$ cat src/rtl/aitp_pkg.sv
`timescale 1ns / 1ps

package aitp_pkg;

    localparam logic [7:0] CH_MINUS = 8'h2D;
    localparam logic [7:0] CH_PLUS  = 8'h2B;
    localparam logic [7:0] CH_SPACE = 8'h20;
    localparam logic [7:0] CH_LF    = 8'h0A;
    localparam logic [7:0] CH_CR    = 8'h0D;
    localparam logic [7:0] CH_TAB   = 8'h09;
    localparam logic [7:0] CH_NUL   = 8'h00;
    localparam logic [7:0] CH_ZERO  = 8'h30;
    localparam logic [7:0] CH_NINE  = 8'h39;

    localparam int VALUE_W   = 64;
    localparam int CFG_IDX_W = 1;
    localparam int CFG_DAT_W = 2;

    // Register indexes
    localparam logic [CFG_IDX_W-1:0] REG_SIGNED_MODE  = 1'b0;
    localparam logic [CFG_IDX_W-1:0] REG_RESULT_WIDTH = 1'b1;

    // Result width codes
    localparam logic [1:0] WIDTH_8  = 2'd0;
    localparam logic [1:0] WIDTH_16 = 2'd1;
    localparam logic [1:0] WIDTH_32 = 2'd2;
    localparam logic [1:0] WIDTH_64 = 2'd3;

    // Classified byte, as handed from the front end to the back end
    typedef enum logic [2:0] {
        OP_DIGIT,
        OP_MINUS,
        OP_PLUS_SKIP,
        OP_FREEZE,
        OP_END
    } op_t;

    typedef struct packed {
        op_t        op;
        logic [3:0] digit;
        logic       eos;
    } entry_t;

    function automatic logic [VALUE_W-1:0] shape_value(
        input logic [VALUE_W-1:0] acc,
        input logic               neg,
        input logic               sgn,
        input logic [1:0]         wcode
    );
        logic [VALUE_W-1:0] v;
        logic [VALUE_W-1:0] r;
        begin
            v = neg ? (VALUE_W'(0) - acc) : acc;
            unique case (wcode)
                WIDTH_8:  r = {{56{sgn & v[7]}}, v[7:0]};
                WIDTH_16: r = {{48{sgn & v[15]}}, v[15:0]};
                WIDTH_32: r = {{32{sgn & v[31]}}, v[31:0]};
                WIDTH_64: r = v;
            endcase
            shape_value = r;
        end
    endfunction

endpackage

$ cat src/rtl/aitp_front.sv
`timescale 1ns / 1ps

module aitp_front
(
    input  logic               clk,
    input  logic               rst_n,
    input  logic               in_valid,
    output logic               in_ready,
    input  logic [7:0]         char_code,
    input  logic               end_of_stream,
    input  logic               signed_mode,
    output logic               push_valid,
    input  logic               push_ready,
    output aitp_pkg::entry_t   push_entry
);

    logic in_token_reg;
    logic in_token_next;
    logic accept;
    logic is_end;
    logic is_blank;
    logic is_digit;
    logic keep;

    assign in_ready = push_ready;
    assign accept   = in_valid && push_ready;

    assign is_end   = (char_code == aitp_pkg::CH_SPACE) || (char_code == aitp_pkg::CH_CR)
                   || (char_code == aitp_pkg::CH_LF);
    assign is_blank = is_end || (char_code == aitp_pkg::CH_NUL)
                   || (char_code == aitp_pkg::CH_TAB);
    assign is_digit = (char_code >= aitp_pkg::CH_ZERO) && (char_code <= aitp_pkg::CH_NINE);

    // drop blanks between tokens
    assign keep       = in_token_reg || !is_blank;
    assign push_valid = in_valid && keep;

    always_comb
    begin
        push_entry.digit = char_code[3:0];
        push_entry.eos   = end_of_stream;
        if (in_token_reg && is_end)
        begin
            push_entry.op = aitp_pkg::OP_END;
        end
        else if (!in_token_reg && signed_mode && (char_code == aitp_pkg::CH_MINUS))
        begin
            push_entry.op = aitp_pkg::OP_MINUS;
        end
        else if (is_digit)
        begin
            push_entry.op = aitp_pkg::OP_DIGIT;
        end
        else if (signed_mode && (char_code == aitp_pkg::CH_PLUS))
        begin
            push_entry.op = aitp_pkg::OP_PLUS_SKIP;
        end
        else
        begin
            push_entry.op = aitp_pkg::OP_FREEZE;
        end
    end

    always_comb
    begin
        in_token_next = in_token_reg;
        if (accept)
        begin
            if (!in_token_reg)
            begin
                in_token_next = !is_blank && !end_of_stream;
            end
            else
            begin
                in_token_next = !is_end && !end_of_stream;
            end
        end
    end

    always_ff @(posedge clk or negedge rst_n)
    begin
        if (!rst_n)
        begin
            in_token_reg <= 1'b0;
        end
        else
        begin
            in_token_reg <= in_token_next;
        end
    end

endmodule

$ cat src/rtl/aitp_fifo.sv
`timescale 1ns / 1ps

module aitp_fifo
#(
    parameter int DEPTH = 2
)
(
    input  logic             clk,
    input  logic             rst_n,
    input  logic             push_valid,
    output logic             push_ready,
    input  aitp_pkg::entry_t push_entry,
    output logic             pop_valid,
    input  logic             pop_ready,
    output aitp_pkg::entry_t pop_entry
);

    localparam int PTR_W = (DEPTH > 1) ? $clog2(DEPTH) : 1;
    localparam int CNT_W = $clog2(DEPTH + 1);

    aitp_pkg::entry_t  mem_reg [DEPTH];
    logic [PTR_W-1:0]  wr_ptr_reg;
    logic [PTR_W-1:0]  wr_ptr_next;
    logic [PTR_W-1:0]  rd_ptr_reg;
    logic [PTR_W-1:0]  rd_ptr_next;
    logic [CNT_W-1:0]  count_reg;
    logic [CNT_W-1:0]  count_next;
    logic              do_push;
    logic              do_pop;

    assign push_ready = (count_reg != CNT_W'(DEPTH));
    assign pop_valid  = (count_reg != '0);
    assign pop_entry  = mem_reg[rd_ptr_reg];
    assign do_push    = push_valid && push_ready;
    assign do_pop     = pop_valid && pop_ready;

    always_comb
    begin
        wr_ptr_next = wr_ptr_reg;
        rd_ptr_next = rd_ptr_reg;
        count_next  = count_reg;
        if (do_push)
        begin
            wr_ptr_next = (wr_ptr_reg == PTR_W'(DEPTH - 1)) ? '0 : wr_ptr_reg + 1'b1;
        end
        if (do_pop)
        begin
            rd_ptr_next = (rd_ptr_reg == PTR_W'(DEPTH - 1)) ? '0 : rd_ptr_reg + 1'b1;
        end
        if (do_push && !do_pop)
        begin
            count_next = count_reg + 1'b1;
        end
        else if (!do_push && do_pop)
        begin
            count_next = count_reg - 1'b1;
        end
    end

    always_ff @(posedge clk)
    begin
        if (do_push)
        begin
            mem_reg[wr_ptr_reg] <= push_entry;
        end
    end

    always_ff @(posedge clk or negedge rst_n)
    begin
        if (!rst_n)
        begin
            wr_ptr_reg <= '0;
            rd_ptr_reg <= '0;
            count_reg  <= '0;
        end
        else
        begin
            wr_ptr_reg <= wr_ptr_next;
            rd_ptr_reg <= rd_ptr_next;
            count_reg  <= count_next;
        end
    end

endmodule

$ cat src/rtl/aitp_back.sv
`timescale 1ns / 1ps

module aitp_back
(
    input  logic                           clk,
    input  logic                           rst_n,
    input  logic                           pop_valid,
    output logic                           pop_ready,
    input  aitp_pkg::entry_t               pop_entry,
    input  logic                           signed_mode,
    input  logic [1:0]                     result_width_code,
    output logic                           out_valid,
    input  logic                           out_ready,
    output logic [aitp_pkg::VALUE_W-1:0]   parsed_value,
    output logic                           was_negative
);

    localparam int W = aitp_pkg::VALUE_W;

    logic [W-1:0] acc_reg;
    logic [W-1:0] acc_next;
    logic         minus_reg;
    logic         minus_next;
    logic         frozen_reg;
    logic         frozen_next;
    logic [W-1:0] out_value_reg;
    logic [W-1:0] out_value_next;
    logic         out_neg_reg;
    logic         out_neg_next;
    logic         out_valid_reg;
    logic         out_valid_next;

    logic [W-1:0] acc_upd;
    logic         minus_upd;
    logic         frozen_upd;
    logic         emits;
    logic         out_free;
    logic         fire;

    assign emits     = (pop_entry.op == aitp_pkg::OP_END) || pop_entry.eos;
    assign out_free  = !out_valid_reg || out_ready;
    assign pop_ready = !emits || out_free;
    assign fire      = pop_valid && pop_ready;

    // times ten as shift-add, wraps at 64 bits
    always_comb
    begin
        acc_upd    = acc_reg;
        minus_upd  = minus_reg;
        frozen_upd = frozen_reg;
        case (pop_entry.op)
            aitp_pkg::OP_DIGIT:
            begin
                if (!frozen_reg)
                begin
                    acc_upd = (acc_reg << 3) + (acc_reg << 1) + W'(pop_entry.digit);
                end
            end
            aitp_pkg::OP_MINUS:  minus_upd  = 1'b1;
            aitp_pkg::OP_FREEZE: frozen_upd = 1'b1;
            default:
            begin
                acc_upd = acc_reg;
            end
        endcase
    end

    always_comb
    begin
        acc_next       = acc_reg;
        minus_next     = minus_reg;
        frozen_next    = frozen_reg;
        out_value_next = out_value_reg;
        out_neg_next   = out_neg_reg;
        out_valid_next = out_valid_reg && !out_ready;
        if (fire)
        begin
            if (emits)
            begin
                out_value_next = acc_upd;
                out_neg_next   = minus_upd;
                out_valid_next = 1'b1;
                acc_next       = '0;
                minus_next     = 1'b0;
                frozen_next    = 1'b0;
            end
            else
            begin
                acc_next    = acc_upd;
                minus_next  = minus_upd;
                frozen_next = frozen_upd;
            end
        end
    end

    always_ff @(posedge clk or negedge rst_n)
    begin
        if (!rst_n)
        begin
            acc_reg       <= '0;
            minus_reg     <= 1'b0;
            frozen_reg    <= 1'b0;
            out_valid_reg <= 1'b0;
        end
        else
        begin
            acc_reg       <= acc_next;
            minus_reg     <= minus_next;
            frozen_reg    <= frozen_next;
            out_valid_reg <= out_valid_next;
        end
    end

    always_ff @(posedge clk)
    begin
        out_value_reg <= out_value_next;
        out_neg_reg   <= out_neg_next;
    end

    assign out_valid    = out_valid_reg;
    assign was_negative = out_neg_reg;
    // negate and fit to the selected width on the way out
    assign parsed_value = aitp_pkg::shape_value(out_value_reg, out_neg_reg, signed_mode,
                                                result_width_code);

endmodule

$ cat src/rtl/ascii_integer_token_parser.sv
`timescale 1ns / 1ps

// Decimal text to binary integer. Takes one ASCII byte per cycle, back to back, while
// the queue has room, and gives one 64-bit result per token (space, CR, LF or an
// end-of-stream byte closes a token). The front end classifies each byte in the cycle
// it is accepted and drops blanks between tokens; a queue of QUEUE_DEPTH words feeds
// the back end, whose times-ten-plus-digit add updates the running value at one word
// per cycle unless a closing word waits on a full output register. A result is held
// in an output register so input keeps flowing while it waits to be taken.
// signed_mode and result_width_code are to be written only while the block is idle.
module ascii_integer_token_parser
#(
    parameter int QUEUE_DEPTH = 2
)
(
    input  logic                                clk,
    input  logic                                rst_n,
    input  logic                                cfg_write,
    input  logic [aitp_pkg::CFG_IDX_W-1:0]      cfg_index,
    input  logic [aitp_pkg::CFG_DAT_W-1:0]      cfg_data,
    input  logic                                in_valid,
    output logic                                in_ready,
    input  logic [7:0]                          char_code,
    input  logic                                end_of_stream,
    output logic                                out_valid,
    input  logic                                out_ready,
    output logic [aitp_pkg::VALUE_W-1:0]        parsed_value,
    output logic                                was_negative
);

    logic             signed_mode_reg;
    logic [1:0]       width_code_reg;
    logic             push_valid;
    logic             push_ready;
    aitp_pkg::entry_t push_entry;
    logic             pop_valid;
    logic             pop_ready;
    aitp_pkg::entry_t pop_entry;

    always_ff @(posedge clk or negedge rst_n)
    begin
        if (!rst_n)
        begin
            signed_mode_reg <= 1'b1;
            width_code_reg  <= aitp_pkg::WIDTH_64;
        end
        else if (cfg_write)
        begin
            unique case (cfg_index)
                aitp_pkg::REG_SIGNED_MODE:  signed_mode_reg <= cfg_data[0];
                aitp_pkg::REG_RESULT_WIDTH: width_code_reg  <= cfg_data[1:0];
            endcase
        end
    end

    aitp_front u_front
    (
        .clk           (clk),
        .rst_n         (rst_n),
        .in_valid      (in_valid),
        .in_ready      (in_ready),
        .char_code     (char_code),
        .end_of_stream (end_of_stream),
        .signed_mode   (signed_mode_reg),
        .push_valid    (push_valid),
        .push_ready    (push_ready),
        .push_entry    (push_entry)
    );

    aitp_fifo
    #(
        .DEPTH (QUEUE_DEPTH)
    )
    u_fifo
    (
        .clk        (clk),
        .rst_n      (rst_n),
        .push_valid (push_valid),
        .push_ready (push_ready),
        .push_entry (push_entry),
        .pop_valid  (pop_valid),
        .pop_ready  (pop_ready),
        .pop_entry  (pop_entry)
    );

    aitp_back u_back
    (
        .clk               (clk),
        .rst_n             (rst_n),
        .pop_valid         (pop_valid),
        .pop_ready         (pop_ready),
        .pop_entry         (pop_entry),
        .signed_mode       (signed_mode_reg),
        .result_width_code (width_code_reg),
        .out_valid         (out_valid),
        .out_ready         (out_ready),
        .parsed_value      (parsed_value),
        .was_negative      (was_negative)
    );

endmodule

$ cat config.mk
export PLATFORM = sky130hd
export DESIGN_NAME = ascii_integer_token_parser
export DESIGN_NICKNAME = d
export VERILOG_FILES = /design/src/rtl/aitp_pkg.sv /design/src/rtl/aitp_front.sv /design/src/rtl/aitp_fifo.sv /design/src/rtl/aitp_back.sv /design/src/rtl/ascii_integer_token_parser.sv
export SDC_FILE = /design/constraint.sdc
export NUM_CORES = 1
export LEC_CHECK = 0
export ABC_CLOCK_PERIOD_IN_PS = 5000
export BUFFER_PORTS_ARGS = -buffer_cell sky130_fd_sc_hd__buf_2
export CORE_ASPECT_RATIO = 0.5
export CORE_MARGIN = 4
export CORE_UTILIZATION = 32
export CTS_CLUSTER_SIZE = 8
export DETAILED_ROUTE_END_ITERATION = 10
export HOLD_SLACK_MARGIN = 0.1
export MAX_ROUTING_LAYER = met4
export REMOVE_ABC_BUFFERS = 1
export SETUP_SLACK_MARGIN = 0.02
export SYNTH_ARGS = -nofsm -noshare
export SYNTH_HDL_FRONTEND = slang
export SYNTH_SLANG_ARGS = --single-unit
$ cat constraint.sdc
create_clock -name clk -period 5 [get_ports clk]
set_input_delay 0.5 -clock clk [delete_from_list [all_inputs] [get_ports clk]]
set_output_delay 0.5 -clock clk [all_outputs]
set_load 0.005 [all_outputs]
# After elaboration in Yosys (flattened, before gate mapping)
# Memories as Yosys holds them, arrays and structs flattened.
# Cells that the tools add are included.
[word_totals]
in_bits = 17
out_inout_bits = 67
regBits = 140
ramBits = 16
elab_cells = 102
memories = 1
[mem_list]
columns = ["memory", "depth", "width", "rd", "rd_clocked_by_memory_dff", "write_ports", "line_no", "rtl"]
rows = [
  ["u_fifo.mem_reg", 2, 8, 1, 0, 1, "aitp_fifo.sv:21", "aitp_pkg::entry_t mem_reg [DEPTH];"],
]
[classes]
n_mux = 22
bitwise_logic = 4
n_addsub = 7
reduce_logical = 41
magnitude_cmp = 2
n_eq_ne = 13
[ops]
columns = ["cell", "count"]
rows = [
  ["64-bit 2-to-1 mux", 4],
  ["64-bit one-hot mux with 4 select lines", 1],
  ["64-bit by 4-bit adder with 64-bit output", 1],
  ["64-bit adder", 1],
  ["1-bit by 64-bit subtractor with 64-bit output, first input constant", 1],
  ["8-bit by 4-bit equality test with 1-bit output, second input constant", 3],
  ["8-bit by 6-bit equality test with 1-bit output, second input constant", 3],
  ["1-bit logical AND", 14],
  ["1-bit 2-to-1 mux", 12],
  ["1-bit zero test", 9],
  ["3-bit 2-to-1 mux", 3],
  ["8-bit by 6-bit greater-or-equal comparator with 1-bit output, second input constant", 1],
  ["8-bit by 6-bit less-or-equal comparator with 1-bit output, second input constant", 1],
  ["8-bit zero test", 1],
  ["1-bit logical OR", 8],
  ["2-bit AND reduction", 4],
  ["2-bit nonzero test", 3],
  ["2-bit equality test, second input constant", 2],
  ["2-bit 2-to-1 mux", 2],
  ["1-bit bitwise AND", 3],
  ["3-bit by 1-bit equality test with 1-bit output, second input constant", 1],
  ["3-bit by 2-bit equality test with 1-bit output, second input constant", 1],
  ["3-bit equality test, second input constant", 1],
  ["3-bit zero test", 1],
  ["7 further kinds", 8],
]

# Depth between registers and ports, before layout
# Gate-level depths: netlist of the first run.
[depth]
depth_word = 13
ltp_mapped = 15
ltp_nobuf = 13

# Modules after synthesis
# Synthesis of the first run repeated with hierarchy kept, for this count alone.
[hier_totals]
hier_cells = 1446
area_unflattened_um2 = 12782.3
[modules_own_cells]
columns = ["module", "n_inst", "cells_per_inst", "area_each_um2", "seq_area_each_um2"]
rows = [
  ["aitp_back", 1, 1358, 11594.9, 3628.5],
  ["aitp_fifo", 1, 43, 787.0, 580.6],
  ["aitp_front", 1, 37, 274.0, 25.0],
  ["ascii_integer_token_parser", 1, 8, 126.4, 78.8],
]

# Least setup slack after synthesis of the first run
# No wires, ideal clock.
[synth_timing]
path_type = "reg2reg"
start = "register u_fifo.rd_ptr_reg"
end = "register u_back.out_value_reg[61], data pin"
arrival_time_ns = 3.803
period_less_slack_ns = 4.059
required_time_ns = 4.744
setup_time_ns = 0.256
path_buffers = 1
path_stages_with_launch = 15
setup_slack_ns = 0.941
cell_sequence = "dfrtp_1 clkbuf_1 mux2i_1 fa_1 inv_1 ha_1 a211oi_1 o21a_1 a2bb2oi_1 o221a_2 nor4b_1 o21ai_0 a2111oi_0 or3_1 a31o_2"
[synth_via]
elab_chain_cells = 4
elab_cells_between_ends = 5
cone_classes = "add/sub (1); mux (2); reduce/logical (1); memory (1)"
[synth_lines]
columns = ["item", "line_no", "rtl"]
rows = [
  ["from (decl)", "aitp_fifo.sv:24", "logic [PTR_W-1:0] rd_ptr_reg;"],
  ["from (signal assigned)", "aitp_fifo.sv:79", "rd_ptr_reg <= rd_ptr_next;"],
  ["memory read 2 x 8 bit (*)", "n/a", ""],
  ["64-bit by 4-bit adder with 64-bit output", "aitp_back.sv:56", "acc_upd = (acc_reg << 3) + (acc_reg << 1) + W'(pop_entry.digit);"],
  ["64-bit 2-to-1 mux", "aitp_back.sv:54", "if (!frozen_reg)"],
  ["64-bit 2-to-1 mux (*)", "aitp_back.sv:51", "case (pop_entry.op)"],
  ["via u_back.acc_upd[61]", "aitp_back.sv:33", "logic [W-1:0] acc_upd;"],
  ["to (signal assigned)", "aitp_back.sv:116", "out_value_reg <= out_value_next;"],
  ["to (decl)", "aitp_back.sv:26", "logic [W-1:0] out_value_reg;"],
]
# Mark *: on every way through the listed nets, which the timed path passes. The rest lies on a longest branch.
# A chain may end at the register's enable or synchronous reset.

# Worst setup path in the final report of the first run
[layout_timing]
start = "register u_back.out_value_reg[10]"
end = "output parsed_value[52] in the netlist's numbering"
[layout_via]
elab_chain_cells = 4
elab_cells_between_ends = 5
cone_classes = "add/sub (1); mux (2); bitwise (2)"
[layout_lines]
columns = ["item", "line_no", "rtl"]
rows = [
  ["1-bit by 64-bit subtractor with 64-bit output (*)", "aitp_pkg.sv:53", "v = neg ? (VALUE_W'(0) - acc) : acc;"],
  ["64-bit 2-to-1 mux (*)", "aitp_pkg.sv:53", ""],
  ["1-bit bitwise AND (on tied branches)", "aitp_pkg.sv:57, aitp_pkg.sv:56", ""],
  ["64-bit one-hot mux with 4 select lines (*)", "aitp_pkg.sv:54", "unique case (wcode)"],
  ["to (decl)", "ascii_integer_token_parser.sv:27", "output logic [aitp_pkg::VALUE_W-1:0] parsed_value,"],
]
# Mark *: on every way between the ends. The rest lies on a longest branch, timed or not. The select of a mux whose other input is x is not followed.

==> flow_metrics.py, run 1 <==
metrics = {
    "status": {
        "status": "finished, final reports clean",
    },
    "worst_setup_path": {
        "cp_top_family": "simple AND/OR/NAND/NOR gates",
        "slowest_stage": "or4_1",
        "regToRegSetupSlack_ps": 490,
        "critPathKind": "flip-flop to primary output",
        "start_kind": "flip-flop",
        "cp.arrival_ps": 4220,
        "r2r-end": "u_back.out_value_reg[60]",
        "cpPeakStageDelay_ps": 680,
        "cp.required_ps": 4500,
        "reg2reg_depth": 13,
        "crit_chain": "or4_1 > or3_1 > nor2_1 > nand4b_1 > or4_1 > or3_1 > o41ai_1 > xor2_1 > o21ai_0 > buf_2",
        "crit_buf_inv": 1,
        "reg2reg_from": "u_fifo.rd_ptr_reg",
        "cp-end-kind": "primary output",
        "crit_fanout": 6,
    },
    "yosys": {
        "avgSynthCellArea_um2": 8.64,
        "yosysWarnings": 0,
        "syn_area_um2": 12600,
        "yosysUniqueCellTypes": 64,
        "ys_seq_elements": 156,
        "yosysSeqAreaShare_pct": 34.1,
        "syn_inst": 1464,
        "synth_flop_cell": "edfxtp_1",
        "synth-edff-count": 81,
        "async_reset_ff_share_pct": 48.1,
    },
    "global_routing": {
        "grt_max_degree": 67,
        "grt_pass1_wl_um": 56300,
        "grt_pass1_vias": 10543,
        "antenna_found_initial": 1,
        "grt_util_all_layers_pct": 16.7,
        "grt_overflow": 0,
    },
    "final_layout": {
        "fin_nets": 1647,
        "syn2layout_area_growth_pct": 11.6,
        "drive_gt1_share_pct": 11.8,
    },
    "pwr": {
        "power_uw": 5250,
        "p_per_area_nw_per_um2": 372,
        "max-vdd-ir-drop_mv": 0.334,
        "p_leak_uw": 0.00602,
    },
    "placement": {
        "gp_congestion": 0.899,
        "port_buffers": 83,
        "place_hpwl_um": 26500,
        "pre_cts_ws_ps": 519,
    },
    "timing": {
        "hold_violations": 0,
        "finClkSkew_ps": 10.5,
        "grt_setup_unrepaired": "false",
        "finalSetupViolCount": 0,
        "final.setup.worst_slack_ps": 276,
        "finalCriticalPeriod_ps": 4720,
        "setup_tns_ps": 0,
        "min_period_over_period_pct": 94.5,
        "slew_viol_final": 0,
        "worst_pin_slew_ps": 1160,
        "max_clock_freq_ghz": 0.212,
        "slew_headroom_pct": 22.6,
    },
    "route": {
        "drc": 0,
        "ant_nets": 0,
        "totalWireLength_um": 34500,
        "wl_per_cell_um": 16.8,
        "firstDrtPassIters": 5,
        "vias": 10859,
        "drt_iter0_drc": 804,
        "vias_per_cell": 5.30,
    },
    "cts": {
        "cts_setup_buffers": 0,
        "numCtsBuffers": 17,
        "cts.clk_slew.worst_paths_ps": 70,
        "worstSkewPairLatency_ps": 440,
        "clock_path_buffers": 2,
        "cts-root-buf": "clkbuf_16",
        "cts.sinks": 156,
        "cts_max_level": 4,
        "cts_tree": "yes",
    },
    "worst_hold_path": {
        "hold_path.class": "input pin to flip-flop",
        "holdPathEnd": "u_fifo.mem_reg[0][0]",
        "holdCritStartpoint": "end_of_stream",
        "holdPathStages": 1,
    },
    "floorplan": {
        "die_x_um": 289,
        "coreArea_um2": 38900,
        "die_area_um2": 42900,
        "die_h_um": 149,
        "initial_utilization_pct": 32.5,
        "rows": 51,
        "pin_count": 84,
    },
    "flow_run": {
        "maxCapViolCount": 0,
    },
}
-- cells in the mapped netlist (8+ instances only) --
cell	n	area, µm²
or3_1	25	156
a21oi_1	89	445
a211oi_1	8	60.1
nand2b_1	16	100
o21a_1	18	135
and2_1	22	138
nor3_1	16	80.1
edfxtp_1	81	2430
nor4_1	13	81.3
a21o_1	22	165
inv_1	36	135
xor2_1	71	622
or2_2	12	75.1
o41ai_1	8	70.1
nand2_1	200	751
dfrtp_1	72	1800
o21bai_1	18	135
nor2_1	73	274
o21ai_0	201	1010
o31ai_1	27	203
or4_1	8	60.1
nand3_1	41	205
xnor2_1	49	429
nand4_1	30	188
clkbuf_1	74	278
ha_1	124	1550
mux2_2	21	236
-- per-layer routing --
metal	up-vias	wire [µm]	part of all wire [%]	track usage [%]
li1	5440	-	-	-
met1	5159	16800	49	23.0
met2	231	15600	45	26.2
met3	29	1590	4.6	2.39
met4	0	535	1.6	4.00
met5	-	0	0	-
-- metrics by stage --
step	util [%]	hold WS, ps	instance area [µm²]	instances
3_3_place_gp	34.8	443	13500	2014
4_1_cts	36.2	265	14100	2047
2_1_floorplan	-	204	12300	1385
5_1_grt	36.2	271	14100	2048
6_report	36.2	284	14100	2048
3_5_place_dp	34.8	445	13500	2014
-- layout by cell type (no fill, tap or decap), types with 49 or more instances in the layout --
master	n
o21ai_0	200
nand2_1	200
ha_1	124
a21oi_1	89
buf_2	82
edfxtp_1	81
nor2_1	73
dfrtp_1	72
xor2_1	71
xnor2_1	49
-- power by group --
group	switching [µW]	internal [µW]
Clock	555	689
Combinational	1200	777
Sequential	290	1740
-- kinds of logic after synthesis --
kind of cell	after synthesis	share of synthesized area, %
buffers and inverters	115	3.50
flip-flops	156	34.1
AND/OR/NAND/NOR	475	17.9
AO/OA/AOI/OAI	446	21.3
adder cells (fa/ha/maj)	126	12.6
XOR/XNOR	120	8.31
multiplexers	26	2.27
-- what timing repair did --
| item | CTS | global route |
|---|---|---|
| endpoints found under the hold margin | 25 | 0 |
| setup endpoints to repair | 0 | 32 |
| gates resized for setup | 0 | 1 |
| hold buffers | 1 | 0 |
-- final cells by class --
type,count,area (µm²)
clock buffer,20,437
inverter,36,135
timing repair buffer,100,548
fill,4013,24800
sequential,156,4310
clock inverter,12,118
multi-input combinational,1193,7890
tap,530,663
antenna,1,2.50
-- worst max path at each step --
stage / startpoint / endpoint / slack [ps] / cells after the start
after CTS: u_back.out_value_reg[4] / parsed_value[54] / 40 / 10
after global routing: u_back.out_value_reg[10] / parsed_value[52] / 70 / 10
after global placement: u_fifo.rd_ptr_reg / u_back.out_value_reg[60] / 560 / 13
after floorplan: out_ready / u_back.acc_reg[62] / 720 / 7
after detailed placement: u_back.out_value_reg[4] / parsed_value[54] / 520 / 10
final: u_back.out_value_reg[10] / parsed_value[52] / 280 / 10
Power figures use the tool's default switching activity.
==> run 2, diff against run 1 <==
--- a/config.mk
+++ b/config.mk
@@ -9,12 +9,11 @@
 export BUFFER_PORTS_ARGS = -buffer_cell sky130_fd_sc_hd__buf_2
 export CORE_ASPECT_RATIO = 0.5
 export CORE_MARGIN = 4
-export CORE_UTILIZATION = 32
+export CORE_UTILIZATION = 30
 export CTS_CLUSTER_SIZE = 8
 export DETAILED_ROUTE_END_ITERATION = 10
 export HOLD_SLACK_MARGIN = 0.1
 export MAX_ROUTING_LAYER = met4
-export REMOVE_ABC_BUFFERS = 1
 export SETUP_SLACK_MARGIN = 0.02
 export SYNTH_ARGS = -nofsm -noshare
 export SYNTH_HDL_FRONTEND = slang
==> flow_metrics.py, run 2 (same netlist as run 1, synthesis figures left out) <==
metrics = {
    "timing": {
        "grt_setup_unrepaired": "false",
        "setup_tns_ps": 0,
        "finalSetupViolCount": 0,
        "max_clock_freq_ghz": 0.210,
        "hold_violations": 0,
        "slew_viol_final": 0,
        "min_period_over_period_pct": 95.3,
        "finClkSkew_ps": 8.72,
        "timing.hold.ws_ps": 101,
        "worst_pin_slew_ps": 1120,
        "slew_headroom_pct": 25.6,
        "final.setup.worst_slack_ps": 233,
        "finalCriticalPeriod_ps": 4770,
    },
    "cts": {
        "numCtsBuffers": 17,
        "cts-root-buf": "clkbuf_16",
        "cts_max_level": 4,
        "ctsHoldBuffers": 0,
        "cts_tree": "yes",
        "cts-resized-gates": 1,
        "cts_setup_buffers": 0,
        "worstSkewPairLatency_ps": 440,
        "cts.clk_slew.worst_paths_ps": 60,
        "clock_path_buffers": 2,
        "cts.sinks": 156,
    },
    "route": {
        "drc": 0,
        "vias": 10915,
        "wl_per_cell_um": 17.8,
        "vias_per_cell": 5.31,
        "ant_nets": 0,
        "firstDrtPassIters": 6,
        "totalWireLength_um": 36500,
        "drt_iter0_drc": 771,
    },
    "pwr": {
        "clkPwrFrac_pct": 24.5,
        "p_seq_share_pct": 38.4,
        "pwr-share-comb_pct": 37.2,
        "intPower_uw": 3250,
        "p_per_area_nw_per_um2": 380,
        "switchingPower_uw": 2110,
        "power_switching_share_pct": 39.3,
        "max-vdd-ir-drop_mv": 0.266,
        "p_leak_uw": 0.00602,
    },
    "global_routing": {
        "grt_max_degree": 64,
        "grt_pass1_vias": 10223,
        "grt_util_all_layers_pct": 16.4,
        "grt-busiest-layer": "met2",
        "antenna_found_initial": 0,
        "grt_use_met1_pct": 23.2,
        "grt_overflow": 0,
        "grt_pass1_wl_um": 58100,
        "grt_use_met2_pct": 24.5,
        "grtUsageMet3_pct": 2.40,
    },
    "worst_setup_path": {
        "crit_fanout": 8,
        "cp-end-kind": "primary output",
        "regToRegSetupSlack_ps": 440,
        "cp.required_ps": 4500,
        "critPathKind": "flip-flop to primary output",
        "start_kind": "flip-flop",
        "cp.arrival_ps": 4270,
    },
    "placement": {
        "place_hpwl_um": 28300,
        "pre_cts_ws_ps": 462,
        "gp_congestion": 0.949,
        "port_buffers": 83,
    },
    "final_layout": {
        "diodes": 0,
        "utilization_pct": 34.5,
        "fin_nets": 1645,
        "drive_gt1_share_pct": 11.8,
        "final_cell_mix": "200 x o21ai_0, 200 x nand2_1, 124 x ha_1",
        "syn2layout_area_growth_pct": 11.8,
    },
    "floorplan": {
        "pin_count": 84,
        "initial_utilization_pct": 30.8,
        "rows": 52,
        "die_area_um2": 45700,
        "die_x_um": 298,
        "coreArea_um2": 41000,
        "die_h_um": 153,
    },
    "flow_run": {
        "maxCapViolCount": 0,
    },
    "yosys": {
        "syn-num-nets": 1607,
    },
    "worst_hold_path": {
        "hold_path.class": "input pin to async pin",
    },
    "status": {
        "status": "finished, final reports clean",
    },
}
-- run 2: metal layers --
metal,up-vias,wire length [µm]
met5,-,0
met4,0,632
met3,30,1540
met2,225,15900
met1,5237,18400
li1,5423,-
-- run 2: final timing paths --
check | from | endpoint | cells past startpoint
hold / removal | rst_n | u_back.acc_reg[0] | 1
setup reg to reg | u_fifo.rd_ptr_reg | u_back.out_value_reg[60] | 14
hold reg to reg | u_fifo.wr_ptr_reg | u_fifo.wr_ptr_reg | 1
setup / recovery | u_back.out_value_reg[4] | parsed_value[57] | 10
max in group asynchronous | rst_n | signed_mode_reg | 2
min in group clk | cfg_data[1] | width_code_reg[1] | 2
-- run 2: stage by stage --
stage | cell area [µm²] | instances | total power [µW]
after floorplan | 12600 | 1464 | 3220
after global placement | 13500 | 2023 | 4100
after detailed placement | 13500 | 2023 | 4120
after CTS | 14100 | 2055 | 5440
after global routing | 14100 | 2055 | 5730
final | 14100 | 2055 | 5360
-- run 2: area by class of cell --
cell class,instances,area [µm²]
clock inverter,12,141
tap,540,676
inverter,36,135
sequential,156,4310
multi-input combinational,1193,7900
timing repair buffer,98,531
clock buffer,20,437
fill,4267,26900
-- run 2: worst max-delay path, stage by stage, from the launching register on --
cell	delay (ps)
edfxtp_1	420
or4_4	580
or4_4	490
or4_4	600
or4_4	570
nor2_1	210
nand3_1	220
o31ai_1	310
xor2_1	160
o21ai_0	90
buf_2	180
-- run 2: power by group through the flow --
stage	Clock (µW)	Combinational, µW	Sequential (µW)
2_1_floorplan	0	1270	1950
4_1_cts	1340	2040	2050
5_1_grt	1400	2230	2100
3_3_place_gp	0	2030	2070
6_report	1310	1990	2060
3_5_place_dp	0	2040	2080
